## src/design/modexp_pkg.sv

```systemverilog
// ----------------------------------------------------------------------------
// Modular exponentiation package
// Shared widths, transaction types and accumulator lane commands.
// ----------------------------------------------------------------------------
package modexp_pkg;

	// Width of base, exponent, modulus and result
	localparam int OPERAND_BITS = 31;

	// Width of the multiplier bit counter (counts OPERAND_BITS-1 down to 0)
	localparam int CNT_W = (OPERAND_BITS > 1) ? $clog2(OPERAND_BITS) : 1;

	// Request transaction
	typedef struct packed {
		logic [OPERAND_BITS-1:0] base;
		logic [OPERAND_BITS-1:0] exponent;
		logic [OPERAND_BITS-1:0] modulus;
	} req_t;

	// Response transaction
	typedef struct packed {
		logic [OPERAND_BITS-1:0] power_mod;
		logic                    bad_modulus;
	} rsp_t;

	// Command to one shift-and-add accumulator lane
	typedef enum logic [1:0] {
		LOP_HOLD,
		LOP_CLEAR,
		LOP_DBL,
		LOP_ADD
	} lane_op_t;

endpackage

```

## src/design/modular_exponentiation.sv

```systemverilog
// ----------------------------------------------------------------------------
// Modular exponentiation
// Right-to-left square-and-multiply over bit-serial modular multipliers.
// ----------------------------------------------------------------------------
//
//  Channel | Handshake                  | Payload          | Direction
//  --------+----------------------------+------------------+----------
//  request | req_valid / req_stall      | req (req_t)      | in
//  response| rsp_valid / rsp_stall      | rsp (rsp_t)      | out
//
//  Zero modulus or zero exponent: the request goes straight to the
//  response load. Otherwise the base is first reduced over
//  OPERAND_BITS multiplier bits, and each exponent bit takes one square
//  and one multiply run side by side in two lanes, double and add on
//  alternate cycles over OPERAND_BITS multiplier bits, plus one commit
//  state.
//  One transaction in flight; a finished response waits in the output
//  register while the next request is accepted.
//  arst_n clears control state only; no clearing pass is needed.
//
module modular_exponentiation (
	input  logic              clk,
	input  logic              arst_n,
	input  logic              req_valid,
	output logic              req_stall,
	input  modexp_pkg::req_t  req,
	output logic              rsp_valid,
	input  logic              rsp_stall,
	output modexp_pkg::rsp_t  rsp
);
	import modexp_pkg::*;

	typedef enum logic [2:0] {
		ST_IDLE,
		ST_REDUCE,
		ST_LOAD,
		ST_MUL,
		ST_STEP,
		ST_DONE
	} state_t;

	localparam logic [CNT_W-1:0] CNT_TOP = CNT_W'(OPERAND_BITS - 1);
	localparam logic [OPERAND_BITS-1:0] ONE = OPERAND_BITS'(1);

	state_t                  state_q;
	logic                    phase_q;
	logic [CNT_W-1:0]        cnt_q;
	logic [OPERAND_BITS-1:0] e_q;
	logic [OPERAND_BITS-1:0] m_q;
	logic [OPERAND_BITS-1:0] r_q;
	logic [OPERAND_BITS-1:0] sq_q;
	logic [OPERAND_BITS-1:0] y_q;
	logic [OPERAND_BITS-1:0] res_q;
	logic                    bad_q;
	logic                    rsp_valid_q;
	rsp_t                    rsp_q;

	logic                    accept;
	logic                    ybit;
	logic                    last_bit;
	logic [OPERAND_BITS-1:0] e_shift;
	logic [OPERAND_BITS-1:0] r_new;
	lane_op_t                op_r;
	lane_op_t                op_s;
	logic [OPERAND_BITS-1:0] x_s;
	logic [OPERAND_BITS-1:0] acc_r;
	logic [OPERAND_BITS-1:0] acc_s;

	assign accept    = req_valid && !req_stall;
	assign req_stall = (state_q != ST_IDLE);
	assign ybit      = y_q[OPERAND_BITS-1];
	assign last_bit  = phase_q && (cnt_q == '0);
	assign e_shift   = e_q >> 1;
	assign r_new     = e_q[0] ? acc_r : r_q;

	// Drive lane commands: clear on accept and between runs, double on phase 0, add on phase 1 when the bit is set
	always_comb begin
		op_r = LOP_HOLD;
		op_s = LOP_HOLD;
		x_s  = sq_q;
		case (state_q)
			ST_IDLE: begin
				if (accept) begin
					op_s = LOP_CLEAR;
				end
			end
			ST_REDUCE: begin
				x_s  = ONE;
				op_s = !phase_q ? LOP_DBL : (ybit ? LOP_ADD : LOP_HOLD);
			end
			ST_LOAD, ST_STEP: begin
				op_r = LOP_CLEAR;
				op_s = LOP_CLEAR;
			end
			ST_MUL: begin
				op_r = !phase_q ? LOP_DBL : (ybit ? LOP_ADD : LOP_HOLD);
				op_s = op_r;
			end
			default: begin
				op_r = LOP_HOLD;
				op_s = LOP_HOLD;
			end
		endcase
	end

	// Lane R multiplies the running result by the square; lane S first reduces the base, then squares
	modexp_lane u_lane_r (
		.clk (clk),
		.op  (op_r),
		.x   (r_q),
		.m   (m_q),
		.acc (acc_r)
	);

	modexp_lane u_lane_s (
		.clk (clk),
		.op  (op_s),
		.x   (x_s),
		.m   (m_q),
		.acc (acc_s)
	);

	// Sequence the transaction and hold the response register
	always_ff @(posedge clk or negedge arst_n) begin
		if (!arst_n) begin
			state_q     <= ST_IDLE;
			phase_q     <= 1'b0;
			cnt_q       <= '0;
			rsp_valid_q <= 1'b0;
		end else begin
			// Drop a taken response; ST_DONE reloads the register on its own
			if (rsp_valid_q && !rsp_stall && (state_q != ST_DONE)) begin
				rsp_valid_q <= 1'b0;
			end
			case (state_q)
				ST_IDLE: begin
					if (accept) begin
						m_q     <= req.modulus;
						e_q     <= req.exponent;
						y_q     <= req.base;
						r_q     <= (req.modulus == ONE) ? '0 : ONE;
						phase_q <= 1'b0;
						cnt_q   <= CNT_TOP;
						if (req.modulus == '0) begin
							res_q   <= '0;
							bad_q   <= 1'b1;
							state_q <= ST_DONE;
						end else if (req.exponent == '0) begin
							res_q   <= ONE;
							bad_q   <= 1'b0;
							state_q <= ST_DONE;
						end else begin
							bad_q   <= 1'b0;
							state_q <= ST_REDUCE;
						end
					end
				end
				ST_REDUCE, ST_MUL: begin
					phase_q <= !phase_q;
					if (phase_q) begin
						y_q   <= {y_q[OPERAND_BITS-2:0], 1'b0};
						cnt_q <= cnt_q - 1'b1;
					end
					if (last_bit) begin
						state_q <= (state_q == ST_REDUCE) ? ST_LOAD : ST_STEP;
					end
				end
				ST_LOAD: begin
					sq_q    <= acc_s;
					y_q     <= acc_s;
					phase_q <= 1'b0;
					cnt_q   <= CNT_TOP;
					state_q <= ST_MUL;
				end
				ST_STEP: begin
					r_q     <= r_new;
					sq_q    <= acc_s;
					y_q     <= acc_s;
					e_q     <= e_shift;
					phase_q <= 1'b0;
					cnt_q   <= CNT_TOP;
					if (e_shift == '0) begin
						res_q   <= r_new;
						state_q <= ST_DONE;
					end else begin
						state_q <= ST_MUL;
					end
				end
				ST_DONE: begin
					if (!rsp_valid_q || !rsp_stall) begin
						rsp_q.power_mod   <= res_q;
						rsp_q.bad_modulus <= bad_q;
						rsp_valid_q       <= 1'b1;
						state_q           <= ST_IDLE;
					end
				end
				default: begin
					state_q <= ST_IDLE;
				end
			endcase
		end
	end

	assign rsp_valid = rsp_valid_q;
	assign rsp       = rsp_q;

`ifndef SYNTHESIS
	// Running result and square stay reduced during the multiply loop
	a_r_reduced: assert property (@(posedge clk) disable iff (!arst_n)
		(state_q == ST_MUL) |-> (r_q < m_q))
		else $error("running result not below modulus");

	a_sq_reduced: assert property (@(posedge clk) disable iff (!arst_n)
		(state_q == ST_MUL) |-> (sq_q < m_q))
		else $error("square not below modulus");

	// Accumulators never leave the residue range while working
	a_acc_reduced: assert property (@(posedge clk) disable iff (!arst_n)
		(state_q == ST_MUL) |-> ((acc_r < m_q) && (acc_s < m_q)))
		else $error("lane accumulator not below modulus");

	// A zero modulus skips all arithmetic
	a_zero_mod: assert property (@(posedge clk) disable iff (!arst_n)
		(accept && (req.modulus == '0)) |=> (state_q == ST_DONE) && bad_q)
		else $error("zero modulus not flagged");

	// A flagged response carries zero
	a_bad_zero: assert property (@(posedge clk) disable iff (!arst_n)
		(rsp_valid && rsp.bad_modulus) |-> (rsp.power_mod == '0))
		else $error("flagged response is nonzero");
`endif

endmodule

```

## src/design/modexp_lane.sv

```systemverilog
// ----------------------------------------------------------------------------
// Modular exponentiation accumulator lane
// One bit-serial modular multiplier accumulator: holds, clears, doubles modulo m,
// or adds an operand modulo m, one step per cycle unless held.
// ----------------------------------------------------------------------------
module modexp_lane (
	input  logic                                 clk,
	input  modexp_pkg::lane_op_t                 op,
	input  logic [modexp_pkg::OPERAND_BITS-1:0]  x,
	input  logic [modexp_pkg::OPERAND_BITS-1:0]  m,
	output logic [modexp_pkg::OPERAND_BITS-1:0]  acc
);
	import modexp_pkg::*;

	logic [OPERAND_BITS-1:0] acc_q;
	logic [OPERAND_BITS-1:0] addend;
	logic [OPERAND_BITS:0]   sum;
	logic [OPERAND_BITS:0]   diff;
	logic [OPERAND_BITS-1:0] acc_next;

	// Add either the accumulator itself (double) or the operand, then reduce once
	always_comb begin
		addend   = (op == LOP_DBL) ? acc_q : x;
		sum      = {1'b0, acc_q} + {1'b0, addend};
		diff     = sum - {1'b0, m};
		acc_next = (sum >= {1'b0, m}) ? diff[OPERAND_BITS-1:0] : sum[OPERAND_BITS-1:0];
	end

	// Hold, clear or advance the accumulator
	always_ff @(posedge clk) begin
		case (op)
			LOP_CLEAR: acc_q <= '0;
			LOP_DBL,
			LOP_ADD:   acc_q <= acc_next;
			default:   acc_q <= acc_q;
		endcase
	end

	assign acc = acc_q;

endmodule
```

## config.mk

```make
export PLATFORM = sky130hd
export DESIGN_NAME = modular_exponentiation
export DESIGN_NICKNAME = d
export VERILOG_FILES = /design/src/design/modexp_pkg.sv /design/src/design/modular_exponentiation.sv /design/src/design/modexp_lane.sv
export SDC_FILE = /design/constraint.sdc
export NUM_CORES = 1
export LEC_CHECK = 0
export ABC_CLOCK_PERIOD_IN_PS = 8400
export BUFFER_PORTS_ARGS = -buffer_cell sky130_fd_sc_hd__clkbuf_2
export CAP_MARGIN = 40
export CORE_UTILIZATION = 40
export DETAILED_ROUTE_END_ITERATION = 7
export GPL_TIMING_DRIVEN = 0
export PLACE_DENSITY_LB_ADDON = 0.2
export SETUP_SLACK_MARGIN = 0.5
export SLEW_MARGIN = 40
export SYNTH_ARGS = -nofsm -noshare
export SYNTH_HDL_FRONTEND = slang
export SYNTH_SLANG_ARGS = --single-unit
```

## constraint.sdc

```tcl
create_clock -name clk -period 8.4 [get_ports clk]
set_input_delay 1.68 -clock clk [delete_from_list [all_inputs] [get_ports clk]]
set_output_delay 1.68 -clock clk [all_outputs]
set_load 0.005 [all_outputs]
```

**Word level (Yosys, flattened, before mapping)**

Cells that the tools add are included.

- Register bits after elaboration: 291
- Bits of input ports: 97

- Add/subtract/negate cells: 5
- Order comparisons: 2
- Eq/ne operators: 19
- Muxes and demuxes: 43
- Reductions and logical operators: 32

Operators by type and width:

| kind | number |
|---|---|
| 31-bit 2-to-1 mux | 14 |
| 31-bit one-hot mux with 2 select lines | 5 |
| 31-bit logical NOT | 3 |
| 31-bit one-hot mux with 3 select lines | 1 |
| 31-bit by 31-bit adder with 32-bit output | 2 |
| 32-bit by 31-bit greater-or-equal comparator with 1-bit output | 2 |
| 31-bit subtractor | 2 |
| 31-bit by 1-bit equality test with 1-bit output, second input constant | 1 |
| 3-bit 2-to-1 mux | 7 |
| 3-bit one-hot mux with 5 select lines | 1 |
| 5-bit one-hot mux with 3 select lines | 1 |
| 3-bit AND reduction | 5 |
| 5-bit 2-to-1 mux | 2 |
| 2-bit equality test, second input constant | 4 |
| 2-bit OR reduction | 4 |
| 1-bit 2-to-1 mux | 7 |
| 3-bit by 2-bit equality test with 1-bit output, second input constant | 2 |
| 3-bit equality test, second input constant | 2 |
| 2-bit != test, second input constant | 3 |
| 3-bit != test, second input constant | 2 |
| 2-bit one-hot mux with 3 select lines | 1 |
| 2-bit nonzero test | 3 |
| 3-bit nonzero test | 2 |
| 5-bit logical NOT | 1 |
| 14 further kinds | 24 |

**Logic depth before layout (Yosys ltp)**

Gate-level depths: netlist (run 1).

- Depth in word-level cells: 11
- Gate-level depth with buffers: 29

**Cells and area by module**

From an unflattened synthesis (run 1), not the netlist that was laid out.

- Cells, all modules: 1845
- Area total of the unflattened synthesis: 19363.6 µm²

Modules (own cells, without submodules):

| module | times used | cells an instance | area an instance (µm²) | sequential area each (µm²) |
|---|---|---|---|---|
| modular_exponentiation | 1 | 579 | 9023.7 | 6826.5 |
| modexp_lane at u_lane_r | 1 | 657 | 5307.6 | 930.9 |
| modexp_lane at u_lane_s | 1 | 609 | 5032.3 | 930.9 |

**Worst setup path before layout (run 1)**

No wires, ideal clock.

- Kind: input port to flip-flop
- From: input req_valid
- To: register e_q[0], enable pin
- Library setup time: 558 ps
- Arrival: 6002 ps
- Required time: 7842 ps
- Slack: 1840 ps
- Stages on the path: 2
- Path buffers: 0
- Path through: o21ai_0 nor3_1

- Cells in the longest elaborated chain, start to end: 3

RTL lines:

| element | line | text |
|---|---|---|
| start: declaration | modular_exponentiation.sv:24 | `input logic req_valid,` |
| 1-bit logical AND | modular_exponentiation.sv:69 | `assign accept = req_valid && !req_stall;` |
| 2-bit != test (no source line) | n/a |  |
| 3-bit AND reduction (no source line) | n/a |  |
| end signal: assignment | modular_exponentiation.sv:139 | `e_q <= req.exponent;` |
| end signal: assignment | modular_exponentiation.sv:179 | `e_q <= e_shift;` |
| end: declaration | modular_exponentiation.sv:48 | `logic [OPERAND_BITS-1:0] e_q;` |

No other way between the ends.
A chain may end at the register's enable or synchronous reset.

**Worst setup path after layout (run 1)**

- From: register state_q[2]
- To: register u_lane_r.acc_q[21], in the netlist u_lane_r.acc[21], data pin

- Cells in the longest elaborated chain, start to end: 9
- Elaborated cells on any way between the ends: 15
- Those cells by class: 2 x add/sub; 1 x order compare; 6 x eq/ne; 4 x mux; 2 x reduce/logical

RTL lines:

| element | line | text |
|---|---|---|
| start: declaration | modular_exponentiation.sv:45 | `state_t state_q;` |
| start signal: assignment | modular_exponentiation.sv:165 | `state_q <= (state_q == ST_REDUCE) ? ST_LOAD : ST_STEP;` |
| 3-bit equality test or 3-bit by 2-bit equality test with 1-bit output (tied branches) | modular_exponentiation.sv:81 | `case (state_q)` |
| 2-bit OR reduction (no source line) | n/a |  |
| 2-bit one-hot mux with 2 select lines (*) | modular_exponentiation.sv:81 |  |
| 2-bit equality test | modexp_lane.sv:23, modexp_lane.sv:31 |  |
| 31-bit 2-to-1 mux | modexp_lane.sv:23 | `addend = (op == LOP_DBL) ? acc_q : x;` |
| 31-bit by 31-bit adder with 32-bit output | modexp_lane.sv:24 | `sum = {1'b0, acc_q} + {1'b0, addend};` |
| 31-bit subtractor or 32-bit by 31-bit greater-or-equal comparator with 1-bit output (tied branches) | modexp_lane.sv:25, modexp_lane.sv:26 |  |
| 31-bit 2-to-1 mux | modexp_lane.sv:26 | `acc_next = (sum >= {1'b0, m}) ? diff[OPERAND_BITS-1:0] : sum[OPERAND_BITS-1:0];` |
| 31-bit one-hot mux with 2 select lines (*) | modexp_lane.sv:31 | `case (op)` |
| end signal: assignment | modexp_lane.sv:34 | `LOP_ADD: acc_q <= acc_next;` |
| end signal: assignment | modexp_lane.sv:35 | `default: acc_q <= acc_q;` |
| end: declaration | modexp_lane.sv:15 | `logic [OPERAND_BITS-1:0] acc_q;` |

Mark *: on every way between the ends. The rest lies on a longest branch, timed or not.

==> impl_metrics.tcl, run 1 <==
set metrics [dict create \
    synth_top_cell_by_area "edfxtp_1" \
    fin_crit_ps 7430 \
    hold_slack_ps 413 \
    fp-row-count 78 \
    max_stage_delay_ps 440 \
    cp-end-kind "flip-flop" \
    synth_flop_cell "edfxtp_1" \
    p_total_mw 3.25 \
    clock-sinks 291 \
    synth_top_family_by_area "compound AO/OA/AOI/OAI gates" \
    slew_headroom_pct 43.7 \
    start_util_pct 40.9 \
    wl_per_cell_um 20.3 \
    wl_met3_mm 2.90 \
    ys_async_sr_fraction_pct 3.44 \
    synth_fa_ha_area_share_pct 8.85 \
    setup_violations 0 \
    worstHoldStart "res_q[4]$_SDFFCE_PP0P_" \
    syn_inst 1782 \
    fill_cells 4345 \
    die_x_um 218 \
    antenna_found_initial 2 \
    cts_tree "built" \
    die_y_um 218 \
    clkPwrFrac_pct 50.1 \
    r2r_start "state_q[2]$_DFFE_PN0P_" \
    diodes 0 \
    dpl.hpwl_mm 42.1 \
    peakVddDrop_mv 0.186 \
    ctsRootBufferMaster "clkbuf_16" \
    p_leak_nw 8.92 \
    path_clk_slew_ps 60 \
    drive_gt1_share_pct 15.7 \
    synth-simple-area-share_pct 12.6 \
    p_per_area_mw_per_mm2 151 \
    synth_area_leaders "edfxtp_1, ha_1, nand2_1" \
    internal-power_mw 2.60 \
    ys_types 84 \
    dieArea_mm2 0.0476 \
    worst_pin_slew_ps 823 \
    cts_buffer_depth 3 \
    rsz0062_at_grt "true" \
    io_buffers 130 \
    synth_xor_area_share_pct 5.10 \
    r2r_slack_ps 970 \
    wl_met2_mm 23.4 \
    insertion_delay_ps 550 \
    grt_usage_pct 22.5 \
    seqCellArea_mm2 0.00869 \
    synth_edf_count 281 \
    overflow 0 \
    ys_warn_count 0 \
    postCtsSetupRepairBufs 0 \
    grt_max_degree 32 \
    yosysSeqAreaShare_pct 46.4 \
    gp_congestion 0.944 \
    viasPerCell 5.60 \
    synth_compound_area_share_pct 17.4 \
    p_sw_share_pct 19.9 \
    largest_reg_flops 32 \
    wl_met1_mm 24.7 \
    syn_nets 2009 \
    grt_pass1_wl_mm 82.5 \
    routed.top_layer "met4" \
    power_frac_seq_pct 48.5 \
    final_net_count 2197 \
    syn_to_final_growth_pct 15.4 \
    cp.arrival_ps 7790 \
    synth_top_area_share_pct 45.1 \
    drc 0 \
    tritoncts.num_buffers 35 \
    ys_ff_latch 291 \
    finalCritPeriodShare_pct 88.5 \
    synth.area.mux_share_pct 6.77 \
    hp-class "reg2reg" \
    hold_viol 0 \
    critical_path_required_ps 8750 \
    crit_fanout 10 \
    syn_area_mm2 0.0187 \
    routed_wl_mm 52.7 \
    skew_ps 21.0 \
    critPathLaunchType "flip-flop" \
    max_freq_mhz 135 \
    grt_pass1_vias 14443 \
    cts_max_level 2 \
    syn_area_per_cell_um2 10.5 \
    comb_power_share_pct 1.3 \
    ant_nets 0 \
    drv_slew 0 \
    multi_input_area_mm2 0.00955 \
    critPathMostFrequentCell "o21ai_0" \
    status "completed" \
    firstDrtPassIters 5 \
    drtIter0Drc 1232 \
    vias 14550 \
    coreArea_mm2 0.0458 \
    switchingPower_mw 0.647 \
    io_pins 131 \
    slowest_stage "nor4b_2" \
    utilization_pct 47.2 \
    drv_cap 0 \
    crit_type "reg2reg" \
    startpoint "state_q[2]$_DFFE_PN0P_" \
]
==> path summary, 6_finish.rpt <==
check | end | depth (start not counted)
setup reg to reg | u_lane_r.acc[21]$_SDFFCE_PN0P_ | 30
max in group asynchronous | cnt_q[4]$_DFFE_PN0P_ | 1
hold / removal | rsp[5]$_DFFE_PP_ | 0
min in group asynchronous | cnt_q[1]$_DFFE_PN0P_ | 1
hold reg to reg | rsp[5]$_DFFE_PP_ | 0
setup / recovery | u_lane_r.acc[21]$_SDFFCE_PN0P_ | 30
==> cell usage after synthesis, drive strengths merged (45+ instances only) <==
cell and number:
a21o 45, ha 126, xnor2 68, a21oi 136, edfxtp 281, mux2i 58, nand2 193, o21ai 78
inv 64, clkbuf 57, nor2 145, mux2 61
==> metal layers <==
layer	GRT usage, %	vias up
met1	31.4	6990
met2	35.1	376
li1	-	7119
met5	0	-
met4	7.67	0
met3	4.12	65
==> per-stage QoR <==
step | setup slack (ps) | setup TNS (ps) | cells | cell area (um^2)
global placement | -927 | -64420 | 2512 | 20100
detailed placement | 396 | 0 | 2533 | 20300
global route | 493 | 0 | 2596 | 21600
finish | 968 | 0 | 2596 | 21600
CTS | 620 | 0 | 2596 | 21600
floorplan | 1840 | 0 | 1782 | 18700
==> cells by family after synthesis <==
logic type / after synthesis
muxes: 119
AOI/OAI and AO/OA: 480
and+or+nand+nor: 520
buffers and inverters: 134
xor gates and xnor gates: 108
adders and majority gates: 130
DFF: 291
==> worst max-delay path, delay by kind of cell (launching register included) <==
family          cells  cell delay (ps)
compound gates     11             2410
fa+ha+maj           3              860
buf+inv             7             1370
flops               1              350
mux                 1              160
simple gates        8             2070
==> final cells by class <==
type,count,share of cell area (%)
Tap cell,600,3.48
Inverter,64,1.11
Clock inverter,24,1.47
Timing Repair Buffer,151,3.83
Clock buffer,39,4.23
Sequential cell,291,40.3
Multi-Input combinational cell,1357,44.3
Buffer,70,1.38
==> repair_timing <==
| action | in CTS | in global routing |
|---|---|---|
| hold buffers | 0 | 0 |
| endpoints found under the hold margin | 0 | 0 |
| gates cloned | 0 | 0 |
| setup endpoints to repair | 18 | 32 |
| resized for setup | 1 | 9 |
==> cell usage in the layout (no fill, tap or decap), types with 61 or more instances in the layout <==
| cell type | Yosys | layout |
|---|---|---|
| a21oi_1 | 135 | 134 |
| clkbuf_2 | 0 | 132 |
| edfxtp_1 | 281 | 281 |
| ha_1 | 126 | 126 |
| inv_1 | 64 | 64 |
| mux2_2 | 61 | 61 |
| nand2_1 | 193 | 192 |
| nor2_1 | 145 | 143 |
| o21ai_0 | 70 | 69 |
| xnor2_1 | 67 | 67 |
==> power by group through the flow <==
stage | Clock (mW) | Sequential [mW] | Combinational, mW
2_1_floorplan | 0 | 1.61 | 0.0118
3_3_place_gp | 0 | 1.61 | 0.0423
3_5_place_dp | 0 | 1.61 | 0.0437
4_1_cts | 1.66 | 1.58 | 0.0440
5_1_grt | 1.72 | 1.58 | 0.0482
6_report | 1.63 | 1.58 | 0.0435
Power figures use the tool's default switching activity.
==> inputs of run 2 (changes only) <==
- CTS_BUF_LIST: default -> sky130_fd_sc_hd__clkbuf_16
==> run 2 against run 1 <==
Sequential share of layout area stayed put; clock skew hardly changed; critical path depth stayed put; combinational power hardly changed; first-iteration DRC count stayed put; count of clock-buffer cells in the layout is 3 lower; setup slack better by 5.8 ps; global-route usage stayed put; clock power hardly changed; cell area stayed put.
==> impl_metrics.tcl, run 2 (same netlist as run 1, synthesis figures left out) <==
set metrics [dict create \
    r2r_cells 30 \
    max_stage_delay_ps 430 \
    dpl_cell_area_mm2 0.0203 \
    setup_violations 0 \
    io_pins 131 \
    grt_max_degree 32 \
    startpoint "state_q[2]$_DFFE_PN0P_" \
    fin_crit_ps 7430 \
    crit_fanout 10 \
    critPathMostFrequentCell "o21ai_0" \
    die_y_um 218 \
    tritoncts.num_buffers 35 \
    critical_path_required_ps 8750 \
    max_freq_mhz 135 \
    drv_cap 0 \
    slew_headroom_pct 43.7 \
    r2r_end "u_lane_r.acc[21]$_SDFFCE_PN0P_" \
    dpl.hpwl_mm 42.1 \
    critPathLaunchType "flip-flop" \
    final_net_count 2197 \
    skew_ps 21.1 \
    hold_viol 0 \
    fill_cells 4345 \
    fp-row-count 78 \
    rsz0062_at_grt "true" \
    io_buffers 130 \
    drtIter0Drc 1232 \
    antenna_found_initial 2 \
    ant_nets 0 \
    die_x_um 218 \
    multi_input_area_mm2 0.00955 \
    grt_pass1_wl_mm 82.5 \
    firstDrtPassIters 7 \
    largest_reg_flops 32 \
    seqCellArea_mm2 0.00869 \
    path_clk_slew_ps 60 \
    postCtsHoldBufs 0 \
    gp_congestion 0.944 \
    coreArea_mm2 0.0458 \
    grt_pass1_vias 14443 \
    peakVddDrop_mv 0.186 \
    crit_type "reg2reg" \
    design_area_mm2 0.0216 \
    cp-end-kind "flip-flop" \
    p_per_area_mw_per_mm2 150 \
    dieArea_mm2 0.0476 \
    slowest_stage "nor4b_2" \
    vias 14551 \
    overflow 0 \
    wl_per_cell_um 20.3 \
    hold_slack_ps 413 \
    grt_usage_pct 22.5 \
    drv_slew 0 \
    cts_buffer_depth 3 \
    r2r_slack_ps 970 \
    insertion_delay_ps 550 \
    start_util_pct 40.9 \
    p_leak_nw 8.93 \
    finalCritPeriodShare_pct 88.4 \
    viasPerCell 5.61 \
    cp.arrival_ps 7780 \
    r2r_start "state_q[2]$_DFFE_PN0P_" \
    status "completed" \
    final_common_cell "edfxtp_1" \
    routed_wl_mm 52.7 \
    drive_gt1_share_pct 15.7 \
    ctsRootBufferMaster "clkbuf_16" \
    worst_pin_slew_ps 823 \
    cts_max_level 2 \
    syn_to_final_growth_pct 15.4 \
    crit_end "u_lane_r.acc[21]$_SDFFCE_PN0P_" \
    clock-sinks 291 \
    final_cell_mix "edfxtp_1, nand2_1, nor2_1, a21oi_1, clkbuf_2" \
    cts_tree "built" \
    drc 0 \
    hp-class "reg2reg" \
    diodes 0 \
]
## run 2: changes by cell type in the layout (fill, tap and decap cells not counted), sizes merged
cell and delta:
inv +3, clkbuf -3
## run 2: stage by stage
step,TNS (ps),instances,util [%],power [mW],setup slack [ps]
2_1_floorplan,0,1782,-,1.62,1840
3_3_place_gp,-64420,2512,43.9,1.65,-927
3_5_place_dp,0,2533,44.4,1.65,396
4_1_cts,0,2596,47.1,3.28,620
5_1_grt,0,2596,47.2,3.34,494
6_report,0,2596,47.2,3.25,974
## run 2: cell type report
cell class              instances  area share (%)
inverters                      64            1.11
clock buffers                  36            4.17
flip-flops and latches        291            40.3
repair buffers                151            3.83
well taps                     600            3.48
multi-input cells            1357            44.3
plain buffers                  70            1.38
clock inverters                27            1.52
## run 2: timing repair
item                                   in CTS  in global routing
endpoints found under the hold margin       0                  0
setup endpoints to repair                  18                 32
buffers inserted                            0                  0
gates resized for setup                     1                  9
## run 2: worst min-delay path by stage
stage | start | end | slack, ps | cells past startpoint
after floorplan | bad_q$_DFFE_PP_ | rsp[0]$_DFFE_PP_ | 400 | 0
after global placement | res_q[21]$_SDFFCE_PP0P_ | rsp[22]$_DFFE_PP_ | 400 | 0
after detailed placement | res_q[3]$_SDFFCE_PP0P_ | rsp[4]$_DFFE_PP_ | 410 | 0
after CTS | res_q[4]$_SDFFCE_PP0P_ | rsp[5]$_DFFE_PP_ | 420 | 0
after global routing | res_q[4]$_SDFFCE_PP0P_ | rsp[5]$_DFFE_PP_ | 420 | 0
final | res_q[4]$_SDFFCE_PP0P_ | rsp[5]$_DFFE_PP_ | 410 | 0
## run 2: worst max-delay path: cells and delay by family (launching register included)
family | cells | cell delay [ps]
compound gates | 11 | 2410
fa+ha+maj | 3 | 860
buf+inv | 7 | 1370
flops | 1 | 350
mux | 1 | 160
simple gates | 8 | 2060
## run 2: power breakdown
group,internal [mW],switching (mW),leakage (nW)
logic,0.0245,0.0190,5.32
registers,1.58,0.00132,3.00
clock network,0.999,0.627,0.611
total,2.60,0.648,8.93
## run 2: per-layer routing
metal	routed length, um	global-route usage [%]
met4	1680	7.67
met5	0	0
met2	23400	35.1
met3	2880	4.12
met1	24700	31.4
